--- src/rtl/core/gbf_pkg.sv ---
// ----------------------------------------------------------------------------
// gbf_pkg
// Shared types and constants for the GB2312 text to font ROM address block.
// ----------------------------------------------------------------------------
package gbf_pkg;

  // Configuration register indexes.
  localparam logic CFG_IDX_HANZI_OFFSET = 1'b0;
  localparam logic CFG_IDX_ASCII_BASE   = 1'b1;

  // Configuration reset values.
  localparam logic [15:0] HANZI_OFFSET_RST = 16'd846;
  localparam logic [23:0] ASCII_BASE_RST   = 24'h03cf80;

  // Byte ranges of the encoding.
  localparam logic [7:0] HANZI_LEAD_LO  = 8'hb0;
  localparam logic [7:0] HANZI_LEAD_HI  = 8'hf7;
  localparam logic [7:0] SYMBOL_LEAD_LO = 8'ha1;
  localparam logic [7:0] SYMBOL_LEAD_HI = 8'ha3;
  localparam logic [7:0] TRAIL_LO       = 8'ha1;
  localparam logic [7:0] ASCII_LO       = 8'h20;
  localparam logic [7:0] ASCII_HI       = 8'h7e;
  localparam logic [7:0] END_BYTE       = 8'h00;

  // Glyphs per row of the two-byte code table.
  localparam logic [6:0] ROW_GLYPHS = 7'd94;

  // Cursor advance for each glyph width.
  localparam logic [7:0] WIDE_ADVANCE  = 8'd16;
  localparam logic [7:0] ASCII_ADVANCE = 8'd8;

  // Glyph class codes.
  localparam logic [1:0] CLASS_HANZI  = 2'd0;
  localparam logic [1:0] CLASS_SYMBOL = 2'd1;
  localparam logic [1:0] CLASS_ASCII  = 2'd2;

  // One input word.
  typedef struct packed {
    logic [7:0] text_byte;
    logic       string_start;
    logic [7:0] start_column;
    logic [2:0] start_page;
  } gbf_item_t;

  // Decoder state carried from one byte to the next.
  typedef struct packed {
    logic       lead_held;
    logic [7:0] lead_value;
    logic [7:0] cursor_column;
    logic [2:0] cursor_page;
    logic       string_ended;
  } gbf_state_t;

  // One result word.
  typedef struct packed {
    logic [23:0] font_address;
    logic [1:0]  glyph_class;
    logic [7:0]  draw_column;
    logic [2:0]  draw_page;
  } gbf_result_t;

  localparam gbf_state_t STATE_RST = '{
    lead_held:     1'b0,
    lead_value:    8'h00,
    cursor_column: 8'h00,
    cursor_page:   3'd0,
    string_ended:  1'b1
  };

endpackage

--- src/rtl/core/gbf_in_reg.sv ---
// ----------------------------------------------------------------------------
// gbf_in_reg
// Input register: captures one word and holds it until the decoder takes it.
// ----------------------------------------------------------------------------
module gbf_in_reg
  import gbf_pkg::*;
(
  input  logic       clk,
  input  logic       rst_n,
  input  logic       in_valid,
  output logic       in_ready,
  input  gbf_item_t  in_item,
  output logic       item_vld,
  output gbf_item_t  item,
  input  logic       item_take
);

  logic      vld_r;
  logic      vld_nxt;
  gbf_item_t item_r;

  // The register may load when it is empty or is being emptied this cycle.
  assign in_ready = !vld_r || item_take;

  always_comb begin
    vld_nxt = vld_r;
    if (in_valid && in_ready) begin
      vld_nxt = 1'b1;
    end else if (item_take) begin
      vld_nxt = 1'b0;
    end
  end

  // Valid flag.
  always_ff @(posedge clk) begin
    if (!rst_n) begin
      vld_r <= 1'b0;
    end else begin
      vld_r <= vld_nxt;
    end
  end

  // Payload.
  always_ff @(posedge clk) begin
    if (in_valid && in_ready) begin
      item_r <= in_item;
    end
  end

  assign item_vld = vld_r;
  assign item     = item_r;

endmodule

--- src/rtl/core/gbf_decode.sv ---
// ----------------------------------------------------------------------------
// gbf_decode
// Byte decoder: from the held state and one byte, works out the next state
// and, for a complete glyph, its font ROM address and screen position.
// ----------------------------------------------------------------------------
module gbf_decode
  import gbf_pkg::*;
(
  input  gbf_item_t   item,
  input  gbf_state_t  st,
  input  logic [15:0] hanzi_offset,
  input  logic [23:0] ascii_base,
  output gbf_state_t  st_nxt,
  output logic        emit,
  output gbf_result_t res
);

  logic       b_is_hanzi_lead;
  logic       b_is_symbol_lead;
  logic       b_is_ascii;
  logic       lead_is_hanzi;
  logic [6:0] row;
  logic [6:0] trail;
  logic [12:0] row_base;
  logic [16:0] wide_index;
  logic [23:0] wide_address;
  logic [23:0] ascii_address;

  // Byte classification.
  assign b_is_hanzi_lead  = (item.text_byte >= HANZI_LEAD_LO) &&
                            (item.text_byte <= HANZI_LEAD_HI);
  assign b_is_symbol_lead = (item.text_byte >= SYMBOL_LEAD_LO) &&
                            (item.text_byte <= SYMBOL_LEAD_HI);
  assign b_is_ascii       = (item.text_byte >= ASCII_LO) &&
                            (item.text_byte <= ASCII_HI);
  assign lead_is_hanzi    = (st.lead_value >= HANZI_LEAD_LO) &&
                            (st.lead_value <= HANZI_LEAD_HI);

  // Two-byte glyph index: row times 94 plus trail, plus the hanzi offset for hanzi leads.
  // Only hanzi and symbol leads are ever held, so anything else is a symbol.
  always_comb begin
    logic [7:0] row_full;
    logic [7:0] trail_full;
    row_full   = lead_is_hanzi ? (st.lead_value - HANZI_LEAD_LO)
                               : (st.lead_value - SYMBOL_LEAD_LO);
    trail_full = item.text_byte - TRAIL_LO;
    row        = row_full[6:0];
    trail      = trail_full[6:0];
  end

  assign row_base      = {6'd0, row} * {6'd0, ROW_GLYPHS};
  assign wide_index    = {4'd0, row_base} + {10'd0, trail} +
                         (lead_is_hanzi ? {1'b0, hanzi_offset} : 17'd0);
  assign wide_address  = {2'b00, wide_index, 5'b00000};
  assign ascii_address = ascii_base +
                         {12'd0, item.text_byte - ASCII_LO, 4'b0000};

  // State update and result selection.
  always_comb begin
    gbf_state_t s;
    logic       done;
    s    = st;
    done = 1'b0;
    emit = 1'b0;
    res  = '{font_address: ascii_address, glyph_class: CLASS_ASCII,
             draw_column: st.cursor_column, draw_page: st.cursor_page};

    // A string start reloads the cursor, drops any held lead and reopens the string.
    if (item.string_start) begin
      s.cursor_column = item.start_column;
      s.cursor_page   = item.start_page;
      s.lead_held     = 1'b0;
      s.lead_value    = 8'h00;
      s.string_ended  = 1'b0;
    end
    res.draw_column = s.cursor_column;
    res.draw_page   = s.cursor_page;

    if (!s.string_ended) begin
      if (item.text_byte == END_BYTE) begin
        s.string_ended = 1'b1;
        s.lead_held    = 1'b0;
        s.lead_value   = 8'h00;
      end else begin
        // A held lead is always consumed; it forms a glyph with a valid trail.
        if (s.lead_held) begin
          s.lead_held  = 1'b0;
          s.lead_value = 8'h00;
          if (item.text_byte >= TRAIL_LO) begin
            done             = 1'b1;
            emit             = 1'b1;
            res.font_address = wide_address;
            res.glyph_class  = lead_is_hanzi ? CLASS_HANZI : CLASS_SYMBOL;
            s.cursor_column  = s.cursor_column + WIDE_ADVANCE;
          end
        end
        // Otherwise the byte is handled on its own.
        if (!done) begin
          if (b_is_hanzi_lead || b_is_symbol_lead) begin
            s.lead_held  = 1'b1;
            s.lead_value = item.text_byte;
          end else if (b_is_ascii) begin
            emit            = 1'b1;
            s.cursor_column = s.cursor_column + ASCII_ADVANCE;
          end
        end
      end
    end
    st_nxt = s;
  end

endmodule

--- src/rtl/core/gb2312_text_to_font_rom_address.sv ---
// ----------------------------------------------------------------------------
// gb2312_text_to_font_rom_address
// Turns a GB2312 byte stream into font ROM addresses and screen positions.
//
//   Channel  Handshake               Word
//   in       in_valid / in_ready     text byte, string start, column, page
//   out      out_valid / out_ready   font address, class, column, page
//   cfg      cfg_write_en            register index and data, no wait
//
// One byte is taken per cycle unless the output stalls. A byte passes the input
// register, is decoded against the held lead and cursor, and its glyph is then
// written into the output register. A stalled output still lets one more
// byte into the input register. Reset is synchronous and clears the cursor,
// the held lead and both registers' valid flags; the string starts ended.
// ----------------------------------------------------------------------------
module gb2312_text_to_font_rom_address
  import gbf_pkg::*;
(
  input  logic        clk,
  input  logic        rst_n,
  input  logic        in_valid,
  output logic        in_ready,
  input  logic [7:0]  in_text_byte,
  input  logic        in_string_start,
  input  logic [7:0]  in_start_column,
  input  logic [2:0]  in_start_page,
  output logic        out_valid,
  input  logic        out_ready,
  output logic [23:0] out_font_address,
  output logic [1:0]  out_glyph_class,
  output logic [7:0]  out_draw_column,
  output logic [2:0]  out_draw_page,
  input  logic        cfg_write_en,
  input  logic        cfg_index,
  input  logic [23:0] cfg_data
);

  gbf_item_t   in_item;
  gbf_item_t   item;
  logic        item_vld;
  logic        item_take;
  gbf_state_t  state_r;
  gbf_state_t  state_nxt;
  logic        emit;
  gbf_result_t res;
  gbf_result_t res_r;
  logic        out_valid_r;
  logic        out_valid_nxt;
  logic [15:0] hanzi_offset_r;
  logic [23:0] ascii_base_r;

  assign in_item = '{text_byte: in_text_byte, string_start: in_string_start,
                     start_column: in_start_column, start_page: in_start_page};

  // Input register.
  gbf_in_reg u_in_reg (
    .clk       (clk),
    .rst_n     (rst_n),
    .in_valid  (in_valid),
    .in_ready  (in_ready),
    .in_item   (in_item),
    .item_vld  (item_vld),
    .item      (item),
    .item_take (item_take)
  );

  // Decoder.
  gbf_decode u_decode (
    .item         (item),
    .st           (state_r),
    .hanzi_offset (hanzi_offset_r),
    .ascii_base   (ascii_base_r),
    .st_nxt       (state_nxt),
    .emit         (emit),
    .res          (res)
  );

  // A held word is decoded when the output register is free or draining.
  assign item_take = item_vld && (!out_valid_r || out_ready);

  // Configuration registers.
  always_ff @(posedge clk) begin
    if (!rst_n) begin
      hanzi_offset_r <= HANZI_OFFSET_RST;
      ascii_base_r   <= ASCII_BASE_RST;
    end else if (cfg_write_en) begin
      case (cfg_index)
        CFG_IDX_HANZI_OFFSET: hanzi_offset_r <= cfg_data[15:0];
        CFG_IDX_ASCII_BASE:   ascii_base_r   <= cfg_data;
        default: ;
      endcase
    end
  end

  // Decoder state.
  always_ff @(posedge clk) begin
    if (!rst_n) begin
      state_r <= STATE_RST;
    end else if (item_take) begin
      state_r <= state_nxt;
    end
  end

  // Output register.
  always_comb begin
    out_valid_nxt = out_valid_r;
    if (item_take && emit) begin
      out_valid_nxt = 1'b1;
    end else if (out_ready) begin
      out_valid_nxt = 1'b0;
    end
  end

  always_ff @(posedge clk) begin
    if (!rst_n) begin
      out_valid_r <= 1'b0;
    end else begin
      out_valid_r <= out_valid_nxt;
    end
  end

  always_ff @(posedge clk) begin
    if (item_take && emit) begin
      res_r <= res;
    end
  end

  assign out_valid        = out_valid_r;
  assign out_font_address = res_r.font_address;
  assign out_glyph_class  = res_r.glyph_class;
  assign out_draw_column  = res_r.draw_column;
  assign out_draw_page    = res_r.draw_page;

endmodule

--- config.mk ---
export PLATFORM = sky130hd
export DESIGN_NAME = gb2312_text_to_font_rom_address
export DESIGN_NICKNAME = d
export VERILOG_FILES = /design/src/rtl/core/gbf_pkg.sv /design/src/rtl/core/gbf_in_reg.sv /design/src/rtl/core/gbf_decode.sv /design/src/rtl/core/gb2312_text_to_font_rom_address.sv
export SDC_FILE = /design/constraint.sdc
export NUM_CORES = 1
export LEC_CHECK = 0
export BUFFER_PORTS_ARGS = -buffer_cell sky130_fd_sc_hd__buf_2
export CAP_MARGIN = 15
export CORE_ASPECT_RATIO = 1.25
export CORE_MARGIN = 10
export CORE_UTILIZATION = 54
export CTS_CLUSTER_SIZE = 8
export DETAILED_ROUTE_END_ITERATION = 7
export PLACE_DENSITY = 0.78
export SLEW_MARGIN = 20
export SYNTH_ARGS = -nofsm -noshare
export SYNTH_HDL_FRONTEND = slang
export SYNTH_SLANG_ARGS = --single-unit
--- constraint.sdc ---
create_clock -name clk -period 6.8 [get_ports clk]
set_clock_uncertainty 0.2 [all_clocks]
set_input_delay 2.04 -clock clk [delete_from_list [all_inputs] [get_ports clk]]
set_output_delay 2.04 -clock clk [all_outputs]
set_load 0.05 [all_outputs]
; Word-level counts from Yosys, hierarchy flattened
; Index checks and enable logic that the tools add are counted.
[word_totals]
memories = 0
ram_bits = 0
regBits = 120
latchBits = 0
rom_bits = 0
inputBits = 50
output_inout_bits = 39
[op_classes]
n_addsub = 9
magnitude_cmp = 8
n_bitwise = 3
muxes = 34
shifts = 0
n_eq_ne = 0
reduce_logical = 18
multipliers = 1
div = 0
[op_table]
columns = op, count
row1 = two-way mux 26 bit, 4
row2 = two-way mux 17 bit, 4
row3 = two-way mux 16 bit, 2
row4 = two-way mux 8 bit, 4
row5 = adder 24 x 12 -> 24 bit, 1
row6 = ">= comparator 8 bit, second input constant", 3
row7 = "<= comparator 8 bit, second input constant", 3
row8 = two-way mux 21 bit, 1
row9 = "subtractor 7 x 6 -> 7 bit, second input constant", 3
row10 = two-way mux 9 bit, 2
row11 = adder 17 bit, 1
row12 = two-way mux 1 bit, 16
row13 = adder 13 x 7 -> 14 bit, 1
row14 = "multiplier 7 x 6 -> 12 bit, second input constant", 1
row15 = "adder 8 x 4 -> 8 bit, second input constant", 1
row16 = "adder 8 x 5 -> 8 bit, second input constant", 1
row17 = ">= comparator 8 x 6 -> 1 bit, second input constant", 1
row18 = "<= comparator 8 x 7 -> 1 bit, second input constant", 1
row19 = logical NOT 8 bit, 1
row20 = "subtractor 8 x 6 -> 8 bit, second input constant", 1
row21 = logical AND 1 bit, 7
row22 = two-way mux 7 bit, 1
row23 = AND reduction 2 bit, 2
row24 = nonzero test 2 bit, 2
row25 = other kinds (4), 9

; Logic depth before layout (Yosys ltp)
; Gate-level depths: netlist (run 1).
[logic_depth]
depth_word = 12
ltp_mapped = 28
depth_no_buf = 27

; By module
; A second synthesis (run 1) with hierarchy kept.
[hier_totals]
hier_cells = 807
hier_area_um2 = 7737.4
[by_module_without_submodules]
columns = module, instances, area_per_inst_um2, cells_per_inst
row1 = gbf_decode, 1, 3593.4, 470
row2 = gb2312_text_to_font_rom_address, 1, 3485.8, 312
row3 = gbf_in_reg, 1, 658.1, 25

; Least setup slack after synthesis (run 1)
; No wires, ideal clock.
[synth_timing]
path_kind = register to register
startpoint = register state_r[17] in the netlist's numbering
endpoint = register res_r (netlist bit out_font_address[20]) (data pin)
arrival_time_ps = 6044
setup_ps = 261
period_less_slack_ps = 6505
path_slack_ps = 295
path_stages_with_launch = 27
cell_sequence = dfxtp_1 -> ha_1 -> nand3_1 -> o211a_1 -> clkbuf_1 -> nor2_1 -> xor2_1 -> fa_1 -> ha_1 -> fa_1 -> inv_1 -> fa_1 -> xnor2_1 -> ha_1 -> o21ai_0 -> nand2b_1 -> o41ai_1 -> nor4b_2 -> nor4b_1 -> xnor2_1 -> ha_1 -> a21o_1 -> a21oi_1 -> and2_1 -> a311o_1 -> xnor2_1 -> mux2i_1
[synth_rtl]
columns = element, line
row1 = start: declaration, gb2312_text_to_font_rom_address.sv:42  ; gbf_state_t state_r;
row2 = start signal: assignment, gb2312_text_to_font_rom_address.sv:100  ; state_r <= state_nxt;
row3 = end signal: assignment, gb2312_text_to_font_rom_address.sv:124  ; res_r <= res;
row4 = end: declaration, gb2312_text_to_font_rom_address.sv:46  ; gbf_result_t res_r;

==> out/qor.yml, run 1 <==
final_layout:
  layout_common_cells: "128 x nand2_1, 88 x buf_2, 63 x dfxtp_1"
  fin_cells: 1083
  n_antenna_cell: 0
  drive_gt1_frac: 0.188
  final_nets: 1024
  layout_commonest_cell: "nand2_1"
  syn2layout_area_growth_pct: 17.0
synthesis:
  yosysSeqAreaShare: 0.390
  ys.flop_type: "dfxtp_1"
  avgSynthCellArea_um2: 9.50
  syn_area_um2: 7620
  synthArstFlopShare: 0
  synth_cell_types: 67
  netlist_instances: 802
  synth-edff-count: 57
  ys_ff_latch: 120
  postSynthNetCount: 931
  yosys_warnings: 0
grt:
  grt_pass1_wl_um: 29100
  grt_overflow: 0
  antenna_found_initial: 0
  first_global_vias: 6055
  grt_use_total: 0.181
  grt_max_degree: 61
route:
  route.detailed.drc: 0
  ant_nets: 0
  routed_wl_um: 17600
  wl_per_cell_um: 16.2
  dr.pass1.iters: 6
  vias: 6029
  via_per_inst: 5.57
  first_iter_violations: 359
worst_setup_path:
  start_kind: "flip-flop"
  slowest_delay_ns: 0.54
  cp.arrival_ns: 6.37
  critical_path_required_ns: 6.74
  endpoint_kind: "flip-flop"
  path_cells: "inv_1 > ha_1 > or3b_4 > a31o_1 > a21oi_4 > inv_2 > fa_1 > inv_1 > fa_1 > fa_1 > inv_1 > ha_1 > o21a_1 > o31a_1 > or4_1 > o311ai_2 > nor3_2 > xnor2_1 > ha_1 > o2111ai_1 > and2_1 > a311o_1 > xnor2_1 > mux2i_1"
  worst_path_max_delay_cell: "fa_1"
  cp_max_fo: 6
  critPathKind: "reg -> reg"
clock_tree:
  clockBufferDepth: 2
  tritoncts: "yes"
  clkSinkCount: 120
  htreeDepth: 4
  clk_pin_slew_ns: 0.06
  root_buffer: "clkbuf_16"
  clk_latency_ns: 0.41
  cts_inserted_buffers: 17
floorplan:
  fp-row-count: 48
  start_util: 0.552
  die_width_um: 126
  die_area_um2: 19300
  die_h_um: 153
  core-area_um2: 13800
  io_pins: 89
placed_design:
  hpwlAfterDp_um: 13100
  portBuffers: 88
  dpl_worst_slack_ns: 0.117
  dp.cells: 1049
  place_congestion: 0.895
pwr:
  power-per-cell-area_nw_per_um2: 333
  total_power_mw: 2.97
  max-vdd-ir-drop_mv: 0.206
  power.leakage_nw: 3.88
sta:
  rsz0062_at_grt: "no"
  finalCritPeriodShare: 0.944
  slew_headroom: 0.349
  fin_crit_ns: 6.42
  tns_ns: 0
  setup_violations: 0
  finalHoldViolations: 0
  finalWorstSetupSlack_ns: 0.378
  whs_ns: 0.248
  tightest_slew_ns: 0.977
  drv_slew: 0
  timing.fmax_ghz: 0.156
job:
  drv_cap: 0
hold_path:
  hold_path_class: "reg -> reg"
outcome:
  run_status: "completed"
-- state kept, by name, summed over array words and instances (netlist names) --
signal	cells
hanzi_offset_r	16
out_font_address	24
out_draw_column	8
ascii_base_r	24
u_in_reg.item_vld	1
out_valid	1
out_glyph_class	2
u_in_reg.item	20
out_draw_page	3
state_r	21
-- synth_stat cells (all sizes together), types with 4 or more instances --
library cell,number,area share
ha,63,0.10
a21oi,34,0.025
nand2,128,0.063
nor3,8,0.0066
mux2,10,0.015
and2,26,0.021
and3,5,0.0041
nor2b,8,0.0066
nor4b,4,0.0054
o211ai,7,0.0069
fa,16,0.042
nand3,31,0.020
a211oi,9,0.010
dfxtp,63,0.17
a21boi,33,0.033
mux2i,6,0.0079
nor2,40,0.020
xnor2,35,0.042
a22o,7,0.0080
o21ai,32,0.021
a21o,14,0.014
xor2,29,0.033
buf,6,0.0038
o21a,8,0.0079
nand2b,9,0.0074
edfxtp,57,0.22
inv,50,0.025
clkbuf,19,0.0094
-- metal layers --
layer / up-vias / global-route usage / wire [um]
met5: - / 0 / 0
met4: 0 / 0.0652 / 367
met3: 26 / 0.0488 / 947
met2: 158 / 0.309 / 8690
met1: 2855 / 0.211 / 7560
li1: 2990 / - / -
-- kinds of logic after synthesis --
kind of cell / after synthesis / share of synthesized area
and+or+nand+nor: 276 / 0.171
AOI/OAI and AO/OA: 172 / 0.157
DFF: 120 / 0.390
adders and majority gates: 79 / 0.145
buffers and inverters: 75 / 0.0378
xor gates and xnor gates: 64 / 0.0755
muxes: 16 / 0.0227
-- final timing paths --
path,cells past startpoint,to,start,slack [ns]
setup / recovery,24,out_font_address[20]$_DFFE_PP_,state_r[12]$_SDFFE_PN0P_,0.38
hold / removal,2,hanzi_offset_r[12]$_SDFFE_PN0P_,hanzi_offset_r[12]$_SDFFE_PN0P_,0.25
setup reg to reg,24,out_font_address[20]$_DFFE_PP_,state_r[12]$_SDFFE_PN0P_,0.38
hold reg to reg,2,hanzi_offset_r[12]$_SDFFE_PN0P_,hanzi_offset_r[12]$_SDFFE_PN0P_,0.25
-- final cells by class --
class	count	area [um2]
Fill cell	1095	4890
Multi-Input combinational cell	607	4440
Sequential cell	120	2970
Timing Repair Buffer	99	523
Clock buffer	20	467
Tap cell	175	219
Inverter	50	188
Clock inverter	12	114
-- worst max-delay path: cells and delay by family (launching register included) --
kind | cells | cell delay, ns
adders and majority gates | 6 | 2.47
and+or+nand+nor | 4 | 1.11
muxes | 1 | 0.08
buffers and inverters | 4 | 0.24
AOI/OAI and AO/OA | 7 | 1.38
DFF | 1 | 0.34
xor gates and xnor gates | 2 | 0.33
-- metrics by stage --
| step | instance area, um2 | util |
|---|---|---|
| floorplan | 7620 | - |
| global placement | 8260 | 0.598 |
| detailed placement | 8260 | 0.598 |
| CTS | 8840 | 0.640 |
| global route | 8920 | 0.646 |
| finish | 8920 | 0.646 |
-- power by group --
group / internal, mW / switching, mW / leakage (nW)
clock: 0.536 / 0.335 / 0.284
combinational: 0.556 / 0.731 / 2.53
sequential: 0.790 / 0.0229 / 1.06
total: 1.88 / 1.09 / 3.88
-- repair_timing --
action                     4_1_cts  5_1_grt
setup endpoints to repair        0        4
setup buffers                    0        2
gates resized for setup          0       10
hold buffers                     0        0
(Power assumes the default switching activity.)
==> run 2: changes to the inputs <==
- CORE_UTILIZATION: 54 -> 35
- PLACE_DENSITY: 0.78 -> not set
==> out/qor.yml, run 2 (same netlist as run 1, synthesis figures left out) <==
pwr:
  power.switching_mw: 1.05  # -3.4%
  seq_power_share: 0.279  # +0.005
  clock_power_share: 0.289  # -0.004
  power-per-cell-area_nw_per_um2: 324  # -2.7%
  total_power_mw: 2.92  # -1.7%
  combinationalPowerShare: 0.433  # about the same
  max-vdd-ir-drop_mv: 0.148  # -28%
  swShare: 0.360  # -0.00630
  internal_power_mw: 1.87  # -0.71%
  power.leakage_nw: 3.86  # -0.44%
hold_path:
  min_delay_path_depth: 2  # unchanged
  hold_path_class: "reg -> reg"
outcome:
  run_status: "completed"
route:
  vias: 5859  # -2.8%
  met2_length_um: 9250  # +6.4%
  first_iter_violations: 329  # -8.4%
  met1Wirelength_um: 8140  # +7.7%
  route.detailed.drc: 0  # unchanged
  routed_wl_um: 18500  # +5.1%
  top_layer: "met5"
  ant_nets: 0  # unchanged
  via_per_inst: 4.93  # -11%
  routed-wl-met3_um: 797  # -16%
  dr.pass1.iters: 4  # -2
  wl_per_cell_um: 15.5  # -4.2%
clock_tree:
  clk_latency_ns: 0.42  # about the same
  cts_inserted_buffers: 17  # unchanged
  tritoncts: "yes"
  clkSinkCount: 120  # unchanged
  clockBufferDepth: 2  # unchanged
  clk_pin_slew_ns: 0.06  # about the same
  htreeDepth: 4  # unchanged
  root_buffer: "clkbuf_16"
sta:
  slew_headroom: 0.335  # -0.0142
  drv_slew: 0  # unchanged
  setup_violations: 0  # unchanged
  whs_ns: 0.248  # -0.000451 ns
  timing.fmax_ghz: 0.155  # -0.59%
  tightest_slew_ns: 0.998  # +0.0214 ns
  tns_ns: 0  # unchanged
  finalCritPeriodShare: 0.950  # +0.00558
  finalWorstSetupSlack_ns: 0.340  # -0.0379 ns
  fin_crit_ns: 6.46  # +0.0379 ns
  rsz0062_at_grt: "yes"
  finalHoldViolations: 0  # unchanged
floorplan:
  core-area_um2: 21500  # +55%
  fp-row-count: 60  # +25%
  die_width_um: 152  # +20%
  start_util: 0.355  # -0.197
  die_area_um2: 28100  # +46%
  die_h_um: 185  # +21%
  io_pins: 89  # unchanged
grt:
  grt_use_total: 0.130  # -0.0503
  grt_pass1_wl_um: 29900  # +2.7%
  grt_overflow: 0  # unchanged
  antenna_found_initial: 2  # +2
  grt_max_degree: 61  # unchanged
  first_global_vias: 5804  # -4.1%
final_layout:
  n_antenna_cell: 0  # unchanged
  design_area_um2: 9020  # +1.1%
  final_util: 0.420  # -0.226
  final_nets: 1025  # +0.098%
  fin_cells: 1188  # +9.7%
  drive_gt1_frac: 0.183  # -0.00571
  layout_common_cells: "128 x nand2_1, 88 x buf_2, 63 x dfxtp_1"
  syn2layout_area_growth_pct: 18.3
  layout_commonest_cell: "nand2_1"
placed_design:
  dp.cells: 1154  # +10%
  portBuffers: 88  # unchanged
  hpwlAfterDp_um: 14100  # +7.4%
  dpl_worst_slack_ns: 0.105  # -0.0123 ns
  place_congestion: 0.817  # -8.7%
  post_dp_cell_area_um2: 8390  # +1.7%
job:
  drv_cap: 0  # unchanged
worst_setup_path:
  critical_path_required_ns: 6.76  # +0.02 ns
  cp.arrival_ns: 6.42  # +0.05 ns
  critPathKind: "reg -> reg"
  reg2reg_depth: 26  # +8.3%
  cp_max_fo: 6  # unchanged
  start_kind: "flip-flop"
  endpoint_kind: "flip-flop"
[run 2: worst max-delay path, cell delays in order, from the launching register on]
cell	delay [ns]
dfxtp_1	0.34
inv_1	0.07
ha_1	0.15
or3b_4	0.40
a31o_1	0.26
a21oi_4	0.16
inv_2	0.07
fa_1	0.54
inv_1	0.06
fa_1	0.46
fa_1	0.55
inv_1	0.04
ha_1	0.37
a21oi_1	0.10
nor2b_1	0.16
o32ai_1	0.12
buf_4	0.16
nor4b_2	0.33
nor4b_4	0.26
xnor2_1	0.12
ha_1	0.37
a21o_1	0.13
a21oi_1	0.07
and2_1	0.14
a311o_1	0.32
xnor2_1	0.16
mux2i_1	0.09
[run 2: power groups by stage]
stage / combinational, mW / clock [mW] / sequential [mW]
2_1_floorplan: 0.942 / 0 / 0.833
3_3_place_gp: 1.21 / 0 / 0.828
3_5_place_dp: 1.21 / 0 / 0.829
4_1_cts: 1.22 / 0.862 / 0.814
5_1_grt: 1.41 / 0.894 / 0.818
6_report: 1.26 / 0.843 / 0.814
[run 2: path summary, 6_finish.rpt]
kind / from / endpoint / slack [ns]
setup reg to reg: state_r[12]$_SDFFE_PN0P_ / out_font_address[20]$_DFFE_PP_ / 0.34
hold reg to reg: hanzi_offset_r[13]$_SDFFE_PN0P_ / hanzi_offset_r[13]$_SDFFE_PN0P_ / 0.25
setup / recovery: state_r[12]$_SDFFE_PN0P_ / out_font_address[20]$_DFFE_PP_ / 0.34
hold / removal: hanzi_offset_r[13]$_SDFFE_PN0P_ / hanzi_offset_r[13]$_SDFFE_PN0P_ / 0.25
[run 2: layout make-up]
class / count / area, um2
fill: 2177 / 12500
tap: 279 / 349
sequential: 120 / 2970
clock inverter: 9 / 73.8
inverter: 50 / 188
timing repair buffer: 100 / 531
multi-input combinational: 607 / 4420
clock buffer: 23 / 479
[run 2: routing by layer]
layer,track usage,vias up
met1,0.151,2739
met5,0,-
met2,0.229,101
met3,0.0371,20
li1,-,2995
met4,0.0390,4
[run 2: timing repair]
item / 4_1_cts / 5_1_grt
hold buffers: 0 / 0
gates resized for setup: 0 / 10
endpoints found under the setup margin: 0 / 5
setup buffers: 0 / 2
==> run 3: changes to the inputs <==
- CAP_MARGIN: 15 -> 20
- CTS_CLUSTER_DIAMETER: not set -> 150
- PLACE_DENSITY: not set -> 0.51
==> out/qor.yml, run 3 (same netlist as run 1, synthesis figures left out) <==
outcome:
  run_status: "completed"
sta:
  finalCritPeriodShare: 0.951  # about the same
  setup_violations: 0  # unchanged
  whs_ns: 0.251  # +0.00322 ns
  tns_ns: 0  # unchanged
  finalHoldViolations: 0  # unchanged
  finalWorstSetupSlack_ns: 0.335  # -0.00507 ns
  timing.fmax_ghz: 0.155  # about the same
  slew_headroom: 0.381  # +0.0464
  tightest_slew_ns: 0.928  # -0.0696 ns
  drv_slew: 0  # unchanged
  fin_crit_ns: 6.47  # +0.00507 ns
floorplan:
  start_util: 0.355  # unchanged
  die_width_um: 152  # unchanged
  die_h_um: 185  # unchanged
  fp-row-count: 60  # unchanged
  core-area_um2: 21500  # unchanged
  die_area_um2: 28100  # unchanged
  io_pins: 89  # unchanged
final_layout:
  drive_gt1_frac: 0.192  # +0.00906
  fillerInstances: 2169  # -0.37%
  layout_common_cells: "128 x nand2_1, 88 x buf_2, 61 x dfxtp_1"
  fin_cells: 1192  # +0.34%
  final_nets: 1029  # +0.39%
  n_antenna_cell: 0  # unchanged
  layout_commonest_cell: "nand2_1"
  syn2layout_area_growth_pct: 19.6
pwr:
  combinationalPowerShare: 0.430  # -0.003
  power-per-cell-area_nw_per_um2: 333  # +2.8%
  max-vdd-ir-drop_mv: 0.178  # +20%
  power.leakage_nw: 3.91  # +1.3%
  seq_power_share: 0.268  # -0.011
  swShare: 0.361  # +0.000608
  power.switching_mw: 1.10  # +4.1%
  internal_power_mw: 1.94  # +3.9%
  clock_power_share: 0.302  # +0.013
  total_power_mw: 3.04  # +4.0%
hold_path:
  min_delay_path_depth: 2  # unchanged
  hold_path_class: "reg -> reg"
route:
  ant_nets: 0  # unchanged
  route.detailed.drc: 0  # unchanged
  vias: 5871  # +0.20%
  wl_per_cell_um: 15.9  # +2.2%
  via_per_inst: 4.93  # -0.13%
  first_iter_violations: 291  # -12%
  dr.pass1.iters: 4  # unchanged
  routed_wl_um: 18900  # +2.5%
grt:
  grt_use_total: 0.133  # +0.00287
  grt_max_degree: 61  # unchanged
  grt_overflow: 0  # unchanged
  grt_util_met1: 0.163  # +0.0121
  gr-usage-met3: 0.0339  # -0.00325
  first_global_vias: 5904  # +1.7%
  busiest_layer: "met2"
  grt_pass1_wl_um: 30600  # +2.1%
  met2_usage: 0.220  # -0.00907
  antenna_found_initial: 3  # +1
worst_setup_path:
  endpoint_kind: "flip-flop"
  critPathKind: "reg -> reg"
  start_kind: "flip-flop"
  cp.arrival_ns: 6.40  # -0.02 ns
  cp_max_fo: 6  # unchanged
  critical_path_required_ns: 6.73  # -0.03 ns
  reg2reg_depth: 24  # -7.7%
clock_tree:
  cts_inserted_buffers: 17  # unchanged
  root_buffer: "clkbuf_16"
  clk_latency_ns: 0.42  # about the same
  clockBufferDepth: 2  # unchanged
  htreeDepth: 4  # unchanged
  clk_pin_slew_ns: 0.06  # about the same
  clkSinkCount: 120  # unchanged
  tritoncts: "yes"
placed_design:
  dpl_worst_slack_ns: 0.0893  # -0.0155 ns
  hpwlAfterDp_um: 14300  # +2.0%
  dp.cells: 1156  # +0.17%
  portBuffers: 88  # unchanged
  place_congestion: 0.844  # +3.3%
job:
  drv_cap: 0  # unchanged
-- run 3: worst paths after layout --
| check | slack, ns | startpoint | endpoint |
|---|---|---|---|
| hold reg to reg | 0.25 | hanzi_offset_r[12]$_SDFFE_PN0P_ | hanzi_offset_r[12]$_SDFFE_PN0P_ |
| setup reg to reg | 0.33 | state_r[12]$_SDFFE_PN0P_ | out_font_address[20]$_DFFE_PP_ |
| hold / removal | 0.25 | hanzi_offset_r[12]$_SDFFE_PN0P_ | hanzi_offset_r[12]$_SDFFE_PN0P_ |
| setup / recovery | 0.33 | state_r[12]$_SDFFE_PN0P_ | out_font_address[20]$_DFFE_PP_ |
-- run 3: critical path: stages (launching register included) --
cell	delay, ns
dfxtp_1	0.34
inv_1	0.07
ha_1	0.15
or3b_4	0.40
a31o_1	0.26
a21oi_4	0.16
inv_2	0.08
fa_1	0.54
inv_1	0.05
fa_1	0.46
fa_1	0.55
inv_1	0.04
ha_1	0.37
a21oi_1	0.17
nor2b_1	0.08
nor3_1	0.32
nor3_1	0.15
or2_2	0.36
xnor2_2	0.16
ha_2	0.40
o2111ai_1	0.12
and2_1	0.17
a311o_1	0.32
xnor2_1	0.17
mux2i_1	0.09
-- run 3: stage by stage --
step           cell area (um2)   util
3_3_place_gp              8410  0.392
6_report                  9120  0.425
5_1_grt                   9120  0.425
3_5_place_dp              8410  0.392
4_1_cts                   9010  0.420
2_1_floorplan             7620      -
-- run 3: routing by layer --
metal  up-vias  part of all wire
met5         -            0.0018
met4         6             0.025
met3        31             0.039
met2       103              0.47
met1      2730              0.47
li1       3001                 -
-- run 3: timing repair --
| action | 4_1_cts | 5_1_grt |
|---|---|---|
| resized for setup | 0 | 14 |
| hold buffers | 0 | 0 |
| buffers inserted | 0 | 4 |
| endpoints found under the hold margin | 0 | 0 |
| setup endpoints to repair | 0 | 6 |
-- run 3: final cells by class --
class | count | area (um2) | share of cell area
sequential | 120 | 2980 | 0.326
timing repair buffer | 104 | 561 | 0.0615
clock buffer | 25 | 529 | 0.0580
multi-input combinational | 607 | 4440 | 0.487
inverter | 50 | 188 | 0.0206
clock inverter | 7 | 75.1 | 0.00823
tap | 279 | 349 | 0.0383
-- run 3: power groups by stage --
| stage | clock network, mW | registers, mW | logic (mW) |
|---|---|---|---|
| floorplan | 0 | 0.833 | 0.942 |
| global placement | 0 | 0.829 | 1.23 |
| detailed placement | 0 | 0.829 | 1.22 |
| CTS | 0.938 | 0.814 | 1.24 |
| global route | 0.969 | 0.818 | 1.46 |
| finish | 0.916 | 0.814 | 1.31 |
